==> src/hdl/fcg_pkg.sv <==
package fcg_pkg;

  // table geometry: 33 points over 0..1
  localparam int unsigned TBL_BITS = 5;
  localparam int unsigned TBL_LAST = 32;
  localparam logic [16:0] UNITY    = 17'd32768;

  // curve selector codes
  typedef enum logic [1:0] {
    CURVE_LIN = 2'd0,
    CURVE_LOG = 2'd1,
    CURVE_EXP = 2'd2,
    CURVE_S   = 2'd3
  } curve_t;

  // configuration register indexes
  localparam logic [1:0] REG_FADE_LENGTH = 2'd0;
  localparam logic [1:0] REG_CURVE_TYPE  = 2'd1;
  localparam logic [1:0] REG_FADE_IN     = 2'd2;

  // classification passed from the front to the divider and shaper
  typedef struct packed {
    logic   unity;    // zero fade length
    logic   clamp_lo; // negative position
    logic   clamp_hi; // position at or beyond length
    curve_t curve;
    logic   fade_in;
  } cls_t;

  function automatic logic [15:0] log_rom(input logic [5:0] i);
    logic [15:0] v;
    begin
      unique case (i)
        6'd0: v = 16'd0;      6'd1: v = 16'd3527;   6'd2: v = 16'd6351;
        6'd3: v = 16'd8707;   6'd4: v = 16'd10727;  6'd5: v = 16'd12496;
        6'd6: v = 16'd14069;  6'd7: v = 16'd15485;  6'd8: v = 16'd16773;
        6'd9: v = 16'd17955;  6'd10: v = 16'd19045; 6'd11: v = 16'd20058;
        6'd12: v = 16'd21004; 6'd13: v = 16'd21890; 6'd14: v = 16'd22725;
        6'd15: v = 16'd23513; 6'd16: v = 16'd24260; 6'd17: v = 16'd24970;
        6'd18: v = 16'd25646; 6'd19: v = 16'd26291; 6'd20: v = 16'd26909;
        6'd21: v = 16'd27500; 6'd22: v = 16'd28068; 6'd23: v = 16'd28615;
        6'd24: v = 16'd29141; 6'd25: v = 16'd29648; 6'd26: v = 16'd30138;
        6'd27: v = 16'd30611; 6'd28: v = 16'd31070; 6'd29: v = 16'd31514;
        6'd30: v = 16'd31944; 6'd31: v = 16'd32362;
        default: v = 16'd32768;
      endcase
      return v;
    end
  endfunction

  function automatic logic [15:0] exp_rom(input logic [5:0] i);
    logic [15:0] v;
    begin
      unique case (i)
        6'd0: v = 16'd0;      6'd1: v = 16'd331;    6'd2: v = 16'd683;
        6'd3: v = 16'd1058;   6'd4: v = 16'd1457;   6'd5: v = 16'd1881;
        6'd6: v = 16'd2334;   6'd7: v = 16'd2815;   6'd8: v = 16'd3327;
        6'd9: v = 16'd3873;   6'd10: v = 16'd4453;  6'd11: v = 16'd5071;
        6'd12: v = 16'd5729;  6'd13: v = 16'd6429;  6'd14: v = 16'd7175;
        6'd15: v = 16'd7968;  6'd16: v = 16'd8813;  6'd17: v = 16'd9712;
        6'd18: v = 16'd10669; 6'd19: v = 16'd11688; 6'd20: v = 16'd12773;
        6'd21: v = 16'd13927; 6'd22: v = 16'd15156; 6'd23: v = 16'd16464;
        6'd24: v = 16'd17857; 6'd25: v = 16'd19340; 6'd26: v = 16'd20918;
        6'd27: v = 16'd22597; 6'd28: v = 16'd24386; 6'd29: v = 16'd26289;
        6'd30: v = 16'd28315; 6'd31: v = 16'd30472;
        default: v = 16'd32768;
      endcase
      return v;
    end
  endfunction

  function automatic logic [15:0] s_rom(input logic [5:0] i);
    logic [15:0] v;
    begin
      unique case (i)
        6'd0: v = 16'd81;     6'd1: v = 16'd118;    6'd2: v = 16'd171;
        6'd3: v = 16'd248;    6'd4: v = 16'd360;    6'd5: v = 16'd521;
        6'd6: v = 16'd753;    6'd7: v = 16'd1084;   6'd8: v = 16'd1554;
        6'd9: v = 16'd2213;   6'd10: v = 16'd3124;  6'd11: v = 16'd4357;
        6'd12: v = 16'd5978;  6'd13: v = 16'd8031;  6'd14: v = 16'd10513;
        6'd15: v = 16'd13347; 6'd16: v = 16'd16384; 6'd17: v = 16'd19421;
        6'd18: v = 16'd22255; 6'd19: v = 16'd24737; 6'd20: v = 16'd26790;
        6'd21: v = 16'd28411; 6'd22: v = 16'd29644; 6'd23: v = 16'd30555;
        6'd24: v = 16'd31214; 6'd25: v = 16'd31684; 6'd26: v = 16'd32015;
        6'd27: v = 16'd32247; 6'd28: v = 16'd32408; 6'd29: v = 16'd32520;
        6'd30: v = 16'd32597; 6'd31: v = 16'd32650;
        default: v = 16'd32687;
      endcase
      return v;
    end
  endfunction

endpackage

==> src/hdl/fcg_front.sv <==
// front: captures a word with the live configuration and classifies it
module fcg_front #(
  parameter int unsigned POSITION_BITS = 24
) (
  input  logic                     clk,
  input  logic                     rst_n,
  input  logic                     in_valid,
  output logic                     in_stall,
  input  logic [POSITION_BITS:0]   in_position,
  input  logic [POSITION_BITS-1:0] fade_length,
  input  fcg_pkg::curve_t          curve_type,
  input  logic                     fade_in,
  output logic                     f_valid,
  input  logic                     f_stall,
  output logic [POSITION_BITS-1:0] f_pos,
  output logic [POSITION_BITS-1:0] f_len,
  output fcg_pkg::cls_t            f_cls
);

  logic                     vld_r;
  logic [POSITION_BITS-1:0] pos_r;
  logic [POSITION_BITS-1:0] len_r;
  fcg_pkg::cls_t            cls_r;
  logic                     take;
  logic                     neg;

  assign in_stall = vld_r & f_stall;
  assign take     = in_valid & ~in_stall;
  assign neg      = in_position[POSITION_BITS];

  // output stage of the front
  always_ff @(posedge clk) begin
    if (!rst_n) begin
      vld_r <= 1'b0;
    end else if (!in_stall) begin
      vld_r <= in_valid;
    end
  end

  // classification of the word
  always_ff @(posedge clk) begin
    if (take) begin
      pos_r          <= in_position[POSITION_BITS-1:0];
      len_r          <= fade_length;
      cls_r.unity    <= (fade_length == '0);
      cls_r.clamp_lo <= neg;
      cls_r.clamp_hi <= ~neg & (in_position[POSITION_BITS-1:0] >= fade_length);
      cls_r.curve    <= curve_type;
      cls_r.fade_in  <= fade_in;
    end
  end

  assign f_valid = vld_r;
  assign f_pos   = pos_r;
  assign f_len   = len_r;
  assign f_cls   = cls_r;

endmodule

==> src/hdl/fcg_queue.sv <==
// short queue between front and back, two entries
module fcg_queue #(
  parameter int unsigned WIDTH = 8
) (
  input  logic             clk,
  input  logic             rst_n,
  input  logic             s_valid,
  output logic             s_stall,
  input  logic [WIDTH-1:0] s_data,
  output logic             m_valid,
  input  logic             m_stall,
  output logic [WIDTH-1:0] m_data
);

  logic [WIDTH-1:0] mem_r [2];
  logic             wp_r, rp_r;
  logic [1:0]       cnt_r;
  logic             push, pop;

  assign s_stall = (cnt_r == 2'd2);
  assign m_valid = (cnt_r != 2'd0);
  assign push    = s_valid & ~s_stall;
  assign pop     = m_valid & ~m_stall;
  assign m_data  = mem_r[rp_r];

  // pointers and fill count
  always_ff @(posedge clk) begin
    if (!rst_n) begin
      wp_r  <= 1'b0;
      rp_r  <= 1'b0;
      cnt_r <= 2'd0;
    end else begin
      if (push) wp_r <= ~wp_r;
      if (pop)  rp_r <= ~rp_r;
      cnt_r <= cnt_r + {1'b0, push} - {1'b0, pop};
    end
  end

  // storage
  always_ff @(posedge clk) begin
    if (push) begin
      mem_r[wp_r] <= s_data;
    end
  end

endmodule

==> src/hdl/fcg_back.sv <==
// back: pipelined restoring divider, table interpolation and inversion
module fcg_back #(
  parameter int unsigned POSITION_BITS = 24,
  parameter int unsigned PROGRESS_BITS = 10
) (
  input  logic                     clk,
  input  logic                     rst_n,
  input  logic                     b_valid,
  output logic                     b_stall,
  input  logic [POSITION_BITS-1:0] b_pos,
  input  logic [POSITION_BITS-1:0] b_len,
  input  fcg_pkg::cls_t            b_cls,
  output logic                     out_valid,
  input  logic                     out_stall,
  output logic [15:0]              out_gain
);

  localparam int unsigned NS = PROGRESS_BITS;          // one quotient bit per stage
  localparam int unsigned QW = PROGRESS_BITS + 1;
  localparam int unsigned SH = PROGRESS_BITS - fcg_pkg::TBL_BITS;
  localparam int unsigned RW = POSITION_BITS + 1;
  localparam int unsigned NT = NS + 4;                 // load + divider + 3 shaping stages

  logic          adv;
  logic [NT-1:0] vld_r;

  assign adv      = ~(vld_r[NT-1] & out_stall);
  assign b_stall  = ~adv;
  assign out_valid = vld_r[NT-1];

  // valid shift line
  always_ff @(posedge clk) begin
    if (!rst_n) begin
      vld_r <= '0;
    end else if (adv) begin
      vld_r <= {vld_r[NT-2:0], b_valid};
    end
  end

  // divider stages: remainder, divisor, partial quotient, class
  logic [RW-1:0]            rem_r [NS+1];
  logic [POSITION_BITS-1:0] dvs_r [NS+1];
  logic [QW-1:0]            quo_r [NS+1];
  fcg_pkg::cls_t            cls_r [NS+1];

  always_ff @(posedge clk) begin
    if (adv) begin
      rem_r[0] <= {1'b0, b_pos};
      dvs_r[0] <= b_len;
      quo_r[0] <= '0;
      cls_r[0] <= b_cls;
    end
  end

  // for pos < len each shifted remainder stays below twice the divisor; clamped words get their quotient in stage a
  for (genvar s = 0; s < NS; s++) begin : g_div
    logic [RW-1:0] sh;
    logic          ge;
    assign sh = {rem_r[s][RW-2:0], 1'b0};
    assign ge = (sh >= {1'b0, dvs_r[s]});
    always_ff @(posedge clk) begin
      if (adv) begin
        rem_r[s+1] <= ge ? (sh - {1'b0, dvs_r[s]}) : sh;
        dvs_r[s+1] <= dvs_r[s];
        quo_r[s+1] <= {quo_r[s][QW-2:0], ge};
        cls_r[s+1] <= cls_r[s];
      end
    end
  end

  // stage a: clamp and table reads
  logic [QW-1:0]   q;
  logic [5:0]      idx;
  logic [15:0]     t0, t1;
  logic [15:0]     t0_r, t1_r;
  logic [SH-1:0]   frac_r;
  logic [QW-1:0]   q_r;
  fcg_pkg::cls_t   ca_r;
  logic            top_r;

  always_comb begin
    if (cls_r[NS].clamp_lo)      q = '0;
    else if (cls_r[NS].clamp_hi) q = QW'(1) << PROGRESS_BITS;
    else                         q = quo_r[NS];
    idx = 6'(q >> SH);
    unique case (cls_r[NS].curve)
      fcg_pkg::CURVE_LOG: begin
        t0 = fcg_pkg::log_rom(idx); t1 = fcg_pkg::log_rom(idx + 6'd1);
      end
      fcg_pkg::CURVE_EXP: begin
        t0 = fcg_pkg::exp_rom(idx); t1 = fcg_pkg::exp_rom(idx + 6'd1);
      end
      fcg_pkg::CURVE_S: begin
        t0 = fcg_pkg::s_rom(idx); t1 = fcg_pkg::s_rom(idx + 6'd1);
      end
      default: begin
        t0 = '0; t1 = '0;
      end
    endcase
  end

  always_ff @(posedge clk) begin
    if (adv) begin
      t0_r   <= t0;
      t1_r   <= t1;
      frac_r <= q[SH-1:0];
      q_r    <= q;
      top_r  <= (idx >= 6'(fcg_pkg::TBL_LAST));
      ca_r   <= cls_r[NS];
    end
  end

  // stage b: interpolation product
  logic [15+SH:0] prod_r;
  logic [15:0]    base_r;
  logic [16:0]    lin_r;
  fcg_pkg::cls_t  cb_r;
  logic [QW+15:0] lin_w;

  assign lin_w = ({16'd0, q_r} << 15) + ((QW+16)'(1) << (PROGRESS_BITS - 1));

  always_ff @(posedge clk) begin
    if (adv) begin
      prod_r <= top_r ? '0 : (16+SH)'((t1_r - t0_r) * frac_r);
      base_r <= top_r ? t0_r : t0_r;
      lin_r  <= 17'(lin_w >> PROGRESS_BITS);
      cb_r   <= ca_r;
    end
  end

  // stage c: round, select, clamp, invert
  logic [16:0] g;
  logic [16:0] gc;
  logic [15:0] gain_r;

  always_comb begin
    if (cb_r.curve == fcg_pkg::CURVE_LIN) g = lin_r;
    else g = {1'b0, base_r} +
             17'((prod_r + (16+SH)'(1 << (SH - 1))) >> SH);
    gc = (g > fcg_pkg::UNITY) ? fcg_pkg::UNITY : g;
    if (cb_r.unity)         gc = fcg_pkg::UNITY;
    else if (!cb_r.fade_in) gc = fcg_pkg::UNITY - gc;
  end

  always_ff @(posedge clk) begin
    if (adv) begin
      gain_r <= gc[15:0];
    end
  end

  assign out_gain = gain_r;

endmodule

==> src/hdl/fade_curve_gain_top.sv <==
// channel   ports                                   direction
// in        in_valid, in_stall, in_position[24:0]   word in
// out       out_valid, out_stall, out_gain[15:0]    word out
// cfg       cfg_we, cfg_index[1:0], cfg_data[23:0]  register write
//
// one word per cycle sustained while out_stall stays low; a word passes the
// classify register, the queue, the load stage, the restoring divider (one
// quotient bit per stage) and three shaping stages
// reset is synchronous on rst_n and clears valids, queue pointers and the configuration registers
// out_stall with a valid result freezes the back pipeline; the two-entry queue then
// fills and in_stall rises, the front holding its word
module fade_curve_gain_top #(
  parameter int unsigned PROGRESS_BITS = 10,
  parameter int unsigned POSITION_BITS = 24
) (
  input  logic                     clk,
  input  logic                     rst_n,
  input  logic                     cfg_we,
  input  logic [1:0]               cfg_index,
  input  logic [POSITION_BITS-1:0] cfg_data,
  input  logic                     in_valid,
  output logic                     in_stall,
  input  logic [POSITION_BITS:0]   in_position,
  output logic                     out_valid,
  input  logic                     out_stall,
  output logic [15:0]              out_gain
);

  localparam int unsigned QDW = 2 * POSITION_BITS + $bits(fcg_pkg::cls_t);

  logic [POSITION_BITS-1:0] fade_length_r;
  fcg_pkg::curve_t          curve_type_r;
  logic                     fade_in_r;

  // configuration registers
  always_ff @(posedge clk) begin
    if (!rst_n) begin
      fade_length_r <= '0;
      curve_type_r  <= fcg_pkg::CURVE_LIN;
      fade_in_r     <= 1'b1;
    end else if (cfg_we) begin
      unique case (cfg_index)
        fcg_pkg::REG_FADE_LENGTH: fade_length_r <= cfg_data;
        fcg_pkg::REG_CURVE_TYPE:  curve_type_r  <= fcg_pkg::curve_t'(cfg_data[1:0]);
        fcg_pkg::REG_FADE_IN:     fade_in_r     <= cfg_data[0];
        default: ;
      endcase
    end
  end

  logic                     f_valid, f_stall;
  logic [POSITION_BITS-1:0] f_pos, f_len;
  fcg_pkg::cls_t            f_cls;
  logic                     b_valid, b_stall;
  logic [QDW-1:0]           b_data;

  fcg_front #(.POSITION_BITS(POSITION_BITS)) u_front (
    .clk, .rst_n, .in_valid, .in_stall, .in_position,
    .fade_length(fade_length_r), .curve_type(curve_type_r), .fade_in(fade_in_r),
    .f_valid, .f_stall, .f_pos, .f_len, .f_cls
  );

  fcg_queue #(.WIDTH(QDW)) u_queue (
    .clk, .rst_n,
    .s_valid(f_valid), .s_stall(f_stall), .s_data({f_pos, f_len, f_cls}),
    .m_valid(b_valid), .m_stall(b_stall), .m_data(b_data)
  );

  fcg_back #(.POSITION_BITS(POSITION_BITS), .PROGRESS_BITS(PROGRESS_BITS)) u_back (
    .clk, .rst_n, .b_valid, .b_stall,
    .b_pos(b_data[QDW-1 -: POSITION_BITS]),
    .b_len(b_data[QDW-POSITION_BITS-1 -: POSITION_BITS]),
    .b_cls(fcg_pkg::cls_t'(b_data[$bits(fcg_pkg::cls_t)-1:0])),
    .out_valid, .out_stall, .out_gain
  );

  // gain never exceeds unity
  a_gain_max: assert property (@(posedge clk) disable iff (!rst_n)
    out_valid |-> (out_gain <= 16'd32768))
    else $error("gain above unity");

  // a stalled result is held
  a_out_hold: assert property (@(posedge clk) disable iff (!rst_n)
    (out_valid && out_stall) |=> (out_valid && $stable(out_gain)))
    else $error("stalled result changed");

  // the front only stalls when the queue is full
  a_front_stall: assert property (@(posedge clk) disable iff (!rst_n)
    in_stall |-> (f_valid && f_stall))
    else $error("front stall without full queue");

endmodule

==> config.mk <==
export PLATFORM = sky130hd
export DESIGN_NAME = fade_curve_gain_top
export DESIGN_NICKNAME = d
export VERILOG_FILES = /design/src/hdl/fcg_pkg.sv /design/src/hdl/fcg_front.sv /design/src/hdl/fcg_queue.sv /design/src/hdl/fcg_back.sv /design/src/hdl/fade_curve_gain_top.sv
export SDC_FILE = /design/constraint.sdc
export NUM_CORES = 2
export LEC_CHECK = 0
export BUFFER_PORTS_ARGS = -buffer_cell sky130_fd_sc_hd__buf_2
export CAP_MARGIN = 10
export CORE_MARGIN = 2
export CORE_UTILIZATION = 39
export CTS_BUF_LIST = sky130_fd_sc_hd__clkbuf_8 sky130_fd_sc_hd__clkbuf_16
export DETAILED_ROUTE_END_ITERATION = 8
export PLACE_DENSITY = 0.63
export SLEW_MARGIN = 10
export SYNTH_ARGS = -nofsm -noshare
export SYNTH_HDL_FRONTEND = slang
export SYNTH_SLANG_ARGS = --single-unit
==> constraint.sdc <==
create_clock -name clk -period 26.4 [get_ports clk]
set_input_delay 1.32 -clock clk [delete_from_list [all_inputs] [get_ports clk]]
set_output_delay 1.32 -clock clk [all_outputs]
set_load 0.05 [all_outputs]
Word level (Yosys, flattened, before mapping):

Memory sizes are Yosys's and may differ from the RTL's. A register that Yosys moved wholly into a read port is not among the register bits.
Cells that the tools add are included.

* bits in writable memories: 834
* ROM bits: 2880
* output and inout port bits: 18
* logic and storage cells: 126
* memories: 11
* register bits: 227
* bits of input ports: 56

* bitwise operators: 12
* add/sub/neg operators: 18
* equality and inequality tests: 6
* reductions and logical operators: 7
* multipliers: 1
* mux-type cells: 28
* $lt $le $gt $ge: 13

Memories
* (no name shown): words 32, width 15, rd ports 1, clocked after Yosys merged registers in 0, write ports 0, RTL line fcg_pkg.sv:33 `unique case (i)`
* (no name shown): words 32, width 15, rd ports 1, clocked after Yosys merged registers in 0, write ports 0, RTL line fcg_pkg.sv:33
* (no name shown): words 32, width 15, rd ports 1, clocked after Yosys merged registers in 0, write ports 0, RTL line fcg_pkg.sv:54 `unique case (i)`
* (no name shown): words 32, width 15, rd ports 1, clocked after Yosys merged registers in 0, write ports 0, RTL line fcg_pkg.sv:54
* (no name shown): words 32, width 15, rd ports 1, clocked after Yosys merged registers in 0, write ports 0, RTL line fcg_pkg.sv:75 `unique case (i)`
* (no name shown): words 32, width 15, rd ports 1, clocked after Yosys merged registers in 0, write ports 0, RTL line fcg_pkg.sv:75
* 5 more memories

Operators by type and width (count)
* $ge A25 B24 Y1: 10
* $mux W25: 10
* $sub A25 B24 Y25: 10
* $mux W16: 8
* $pmux W16 S3: 2
* $add A26 B10 Y27 const B: 1
* $ge A24 B24 Y1: 1
* $logic_not A24 Y1: 1
* $mux W11: 2
* $add A21 B5 Y21 const B: 1
* $mul A21 B5 Y21: 1
* $add A16 B16 Y17: 1
* $gt A17 B16 Y1 const B: 1
* $mux W17: 1
* $sub A16 B16 Y17: 1
* $sub A16 B16 Y16 const A: 1
* $eq A2 B2 Y1 const B: 4
* $add A6 B1 Y6 const B: 1
* $and A1 B1 Y1: 6
* $ge A6 B6 Y1 const B: 1
* $not A1 Y1: 6
* $reduce_and A2 Y1: 3
* $mux W1: 5
* $eq A2 B1 Y1 const B: 2
* other kinds (4): 5

Longest topological paths before layout:

* depth in word-level cells: 7
* gate-level depth with buffers: 27
* gate-level depth less buffers: 27

By module:

From an unflattened synthesis, not the netlist that was laid out.

* cell total of the unflattened synthesis: 4757
* area, all modules: 52476.6 um2

Modules (own cells, without submodules)
* fcg_back: cells an instance 4296, times used 1, sequential area each 21660.8 um2, area an instance 44805.5 um2
* fcg_queue: cells an instance 195, times used 1, sequential area each 3343.2 um2, area an instance 4190.3 um2
* fcg_front: cells an instance 148, times used 1, sequential area each 1641.6 um2, area an instance 2363.5 um2
* fade_curve_gain_top: cells an instance 118, times used 1, sequential area each 540.5 um2, area an instance 1117.3 um2

Worst setup path after synthesis:

OpenSTA, ideal clock, no wires.

* kind: input port to flip-flop
* start: in out_stall
* end: reg u_back.base_r[0], enable pin
* path buffers: 2
* slack: 4.009 ns
* cell stages on the path: 4
* arrival time: 21.036 ns
* library setup time: 1.355 ns
* cell sequence: and2_1 -> clkbuf_1 -> inv_1 -> clkbuf_1

* cells in the longest elaborated chain, start to end: 1

RTL lines
* start, declared: RTL line fade_curve_gain_top.sv:25 `input logic out_stall,`
* $and A1 B1 Y1: RTL line fcg_back.sv:27 `assign adv = ~(vld_r[NT-1] & out_stall);`
* end signal, assigned: RTL line fcg_back.sv:125 `base_r <= top_r ? t0_r : t0_r;`
* end, declared: RTL line fcg_back.sv:115 `logic [15:0] base_r;`

Every way passes these cells.
A chain may end at the register's enable or synchronous reset.

Worst setup path after layout:

* start: reg u_back.t0_r[0]
* end: reg u_back.prod_r[20] (data pin)

* cells in the longest elaborated chain, start to end: 2

RTL lines
* start, declared: RTL line fcg_back.sv:75 `logic [15:0] t0_r, t1_r;`
* start signal, assigned: RTL line fcg_back.sv:104 `t0_r <= t0;`
* $sub A16 B16 Y17: RTL line fcg_back.sv:124 `prod_r <= top_r ? '0 : (16+SH)'((t1_r - t0_r) * frac_r);`
* $mul A21 B5 Y21: RTL line fcg_back.sv:124
* end signal, assigned: RTL line fcg_back.sv:124
* end, declared: RTL line fcg_back.sv:114 `logic [15+SH:0] prod_r;`

Every way passes these cells.

==> reports/results.txt <==
run status - finished clean
TritonCTS Sinks - 921
CP Max Fanout - 5
vias - 35470
WHS - 0.4114 ns
initial antenna violation count - 3
gpl congestion - 0.9471
Clock Pin Slew Worst Setup and Hold Paths - 0.06 ns
Pins Over Slew Limit - 0
Inserted Clock Buffers - 99
post-DP HPWL - 78000 um
cts hold-fix bufs - 0
synthesized area - 0.05218 mm^2
Syn Inst Count - 4794
Resized Gates After CTS - 0
FFs w/ async S/R, synth - 0%
setup TNS - 0 ns
setup slack, reg-to-reg - 19.77 ns
Yosys reg bits - 921
Avg Cell Area, Syn - 10.89 um^2
Seq/Total Area, Yosys - 52.10%
post-DR vias/cell - 5.300
Crit Path Class - reg -> reg
antenna-violating nets left - 0
die height - 369.8 um
Starting Density - 39.20%
Layout area overhead - 10.93%
leading area contributor after synthesis - edfxtp_1
Worst setup EP type - register
Tcrit/Tclk final - 25.11%
area share of the largest cell type after synthesis - 50.29%
Synth area leaders - edfxtp_1, ha_1, a21oi_1
GRT Total Usage - 15.95%
Ys Warns - 0
crit start category - register
routed len/inst - 16.49 um
fill count - 12470
placed cells - 6509
first-pass GRT wire length - 178800 um
CTS tree - yes
Hold Path Class - reg -> reg
Clock Latency Late Sink - 0.72 ns
DR iter-0 viols - 2911
DRC errors left - 0
PortBufs - 73
num rows - 134
Setup Buffers After CTS - 0
Die Wd - 369.8 um
post-route insts no fill - 6692
Netlist cell types - 95
FMAX - 150.9 MHz
CTS HTree Levels - 3
Final Hold Fails - 0
final setup vio count - 0
largest net degree at the start of global routing - 194
core area - 0.1331 mm^2
Arrival @ worst endpoint - 7.19 ns
clock buffer depth - 3
vias in the first global route - 34050
share of cells above drive strength 1 - 8.633%
RSZ-0062 raised after global routing - no
Tightest Pin Transition - 1.109 ns
skew final - 0.02877 ns
# IOs - 74
die area - 0.1367 mm^2
Worst EP required - 26.96 ns
Post-synth EDFFs - 874
Nets - 5308
min Tclk post-route - 6.629 ns
routed wire length - 110300 um
syn_nets - 5260
main flop type after synthesis - edfxtp_1
Congestion Overflow GR - 0
Max Cap Violations - 0
drt pass-1 iters - 6
Clk Tree Root Cell - clkbuf_16
Max transition margin - 26.07%
==> critical path, cell delays in order, from the launching register on <==
cell	delay [ns]
edfxtp_1	0.39
ha_1	0.23
fa_1	0.41
nor2b_1	0.13
o21ai_0	0.12
a21boi_0	0.34
o211ai_1	0.17
a21oi_1	0.23
nor4b_1	0.12
o31ai_1	0.28
a211oi_1	0.13
nor3_1	0.49
and2_1	0.24
fa_1	0.41
fa_1	0.49
inv_1	0.05
fa_1	0.50
inv_1	0.04
ha_1	0.32
and3_1	0.20
a21oi_1	0.12
o21ai_1	0.15
o41ai_1	0.41
xnor2_1	0.16
a211o_1	0.29
nand2_1	0.07
==> layer usage <==
metal	vias up	global-route usage (%)	part of all wire [%]
met5	-	0	0.012
met4	2	6.402	3.8
met3	257	2.738	5.7
met2	1036	25.59	45
met1	16610	21.45	45
li1	17570	-	-
==> final timing paths <==
check                                         from            endpoint  depth (start not counted)
worst min-delay path            u_back.cls_r[8][1]  u_back.cls_r[9][1]                          0
worst max-delay path                u_back.t0_r[0]   u_back.prod_r[20]                         25
worst max register to register      u_back.t0_r[0]   u_back.prod_r[20]                         25
worst min register to register  u_back.cls_r[8][1]  u_back.cls_r[9][1]                          0
==> kinds of logic (layout without fill, tap and decap cells) <==
kind of cell               count (synthesis)  in the layout  synth area share [%]
xor gates and xnor gates                 229            229                 3.843
DFF                                      921            921                 52.10
muxes                                    109            109                 2.364
AOI/OAI and AO/OA                       1200           1200                 14.71
buffers and inverters                    616            745                 4.462
adders and majority gates                410            410                 10.69
and+or+nand+nor                         1309           1309                 11.83
other                                      0              1                     0
==> flip-flops by register name, summed over array words and instances, names as in the netlist, 17 cells and up, named ones only <==
signal	count
fade_length_r	24
u_back.quo_r	55
u_queue.mem_r	108
u_back.prod_r	17
u_front.f_pos	24
u_back.cls_r	66
u_front.f_len	24
u_back.rem_r	240
u_back.dvs_r	240
==> cells in the final DEF (no fill, tap or decap), types with 73 or more instances in the layout <==
master     instances
nor3_1            98
clkbuf_16         99
edfxtp_1         874
mux2_2            93
a21o_1            94
nand2_1          435
xnor2_1          123
ha_1             349
nand3_1           80
and2_1            82
o21ai_0          282
buf_2             73
xor2_1           104
inv_1            454
a21oi_1          333
nor2_1           326
==> layout make-up <==
| class | instances | area (um^2) | area share, % |
|---|---|---|---|
| Tap cell | 1768 | 2212 | 3.821 |
| Inverter | 442 | 1667 | 2.879 |
| Clock buffer | 99 | 2477 | 4.280 |
| Multi-Input combinational cell | 3257 | 22740 | 39.27 |
| Sequential cell | 921 | 27190 | 46.96 |
| Timing Repair Buffer | 121 | 750.7 | 1.297 |
| Antenna cell | 1 | 2.502 | 0.004323 |
| Clock inverter | 83 | 857.1 | 1.481 |
==> synth_stat cells, types with 10 or more instances <==
library cell	n
edfxtp_1	874
o21a_1	43
o21ai_0	282
a21oi_1	333
ha_1	350
o21bai_1	26
a21o_1	94
nor4_1	17
xor2_1	104
nor2b_1	52
and2_1	82
o22ai_1	22
nand3_1	80
or2_2	16
nand3b_1	10
o31ai_1	25
and3_1	16
nor3_1	98
or4_1	12
nand4_1	40
a211oi_1	51
mux2_2	93
clkbuf_1	158
o221ai_1	16
a311oi_1	15
o21ai_1	15
inv_1	437
a21boi_0	47
nand2b_1	57
o2111ai_1	10
nand2_1	435
mux2i_1	13
a31o_2	10
xnor2_1	125
a31oi_1	38
o211ai_1	41
fa_1	60
dfxtp_1	47
nor2_1	328
a2111oi_0	12
a221oi_1	16
o311ai_0	18
or3_1	26
==> stage by stage <==
step | setup slack, ns | cell area (um^2) | util (%)
global placement | 20.07 | 54550 | 40.98
detailed placement | 19.86 | 54550 | 40.98
CTS | 19.81 | 57890 | 43.48
floorplan | 4.009 | 52180 | -
global route | 19.27 | 57890 | 43.48
finish | 19.77 | 57890 | 43.49
Power is left out: the tool's default activity adds up to more than one toggle a clock period on the data nets, which glitch-free logic cannot reach.
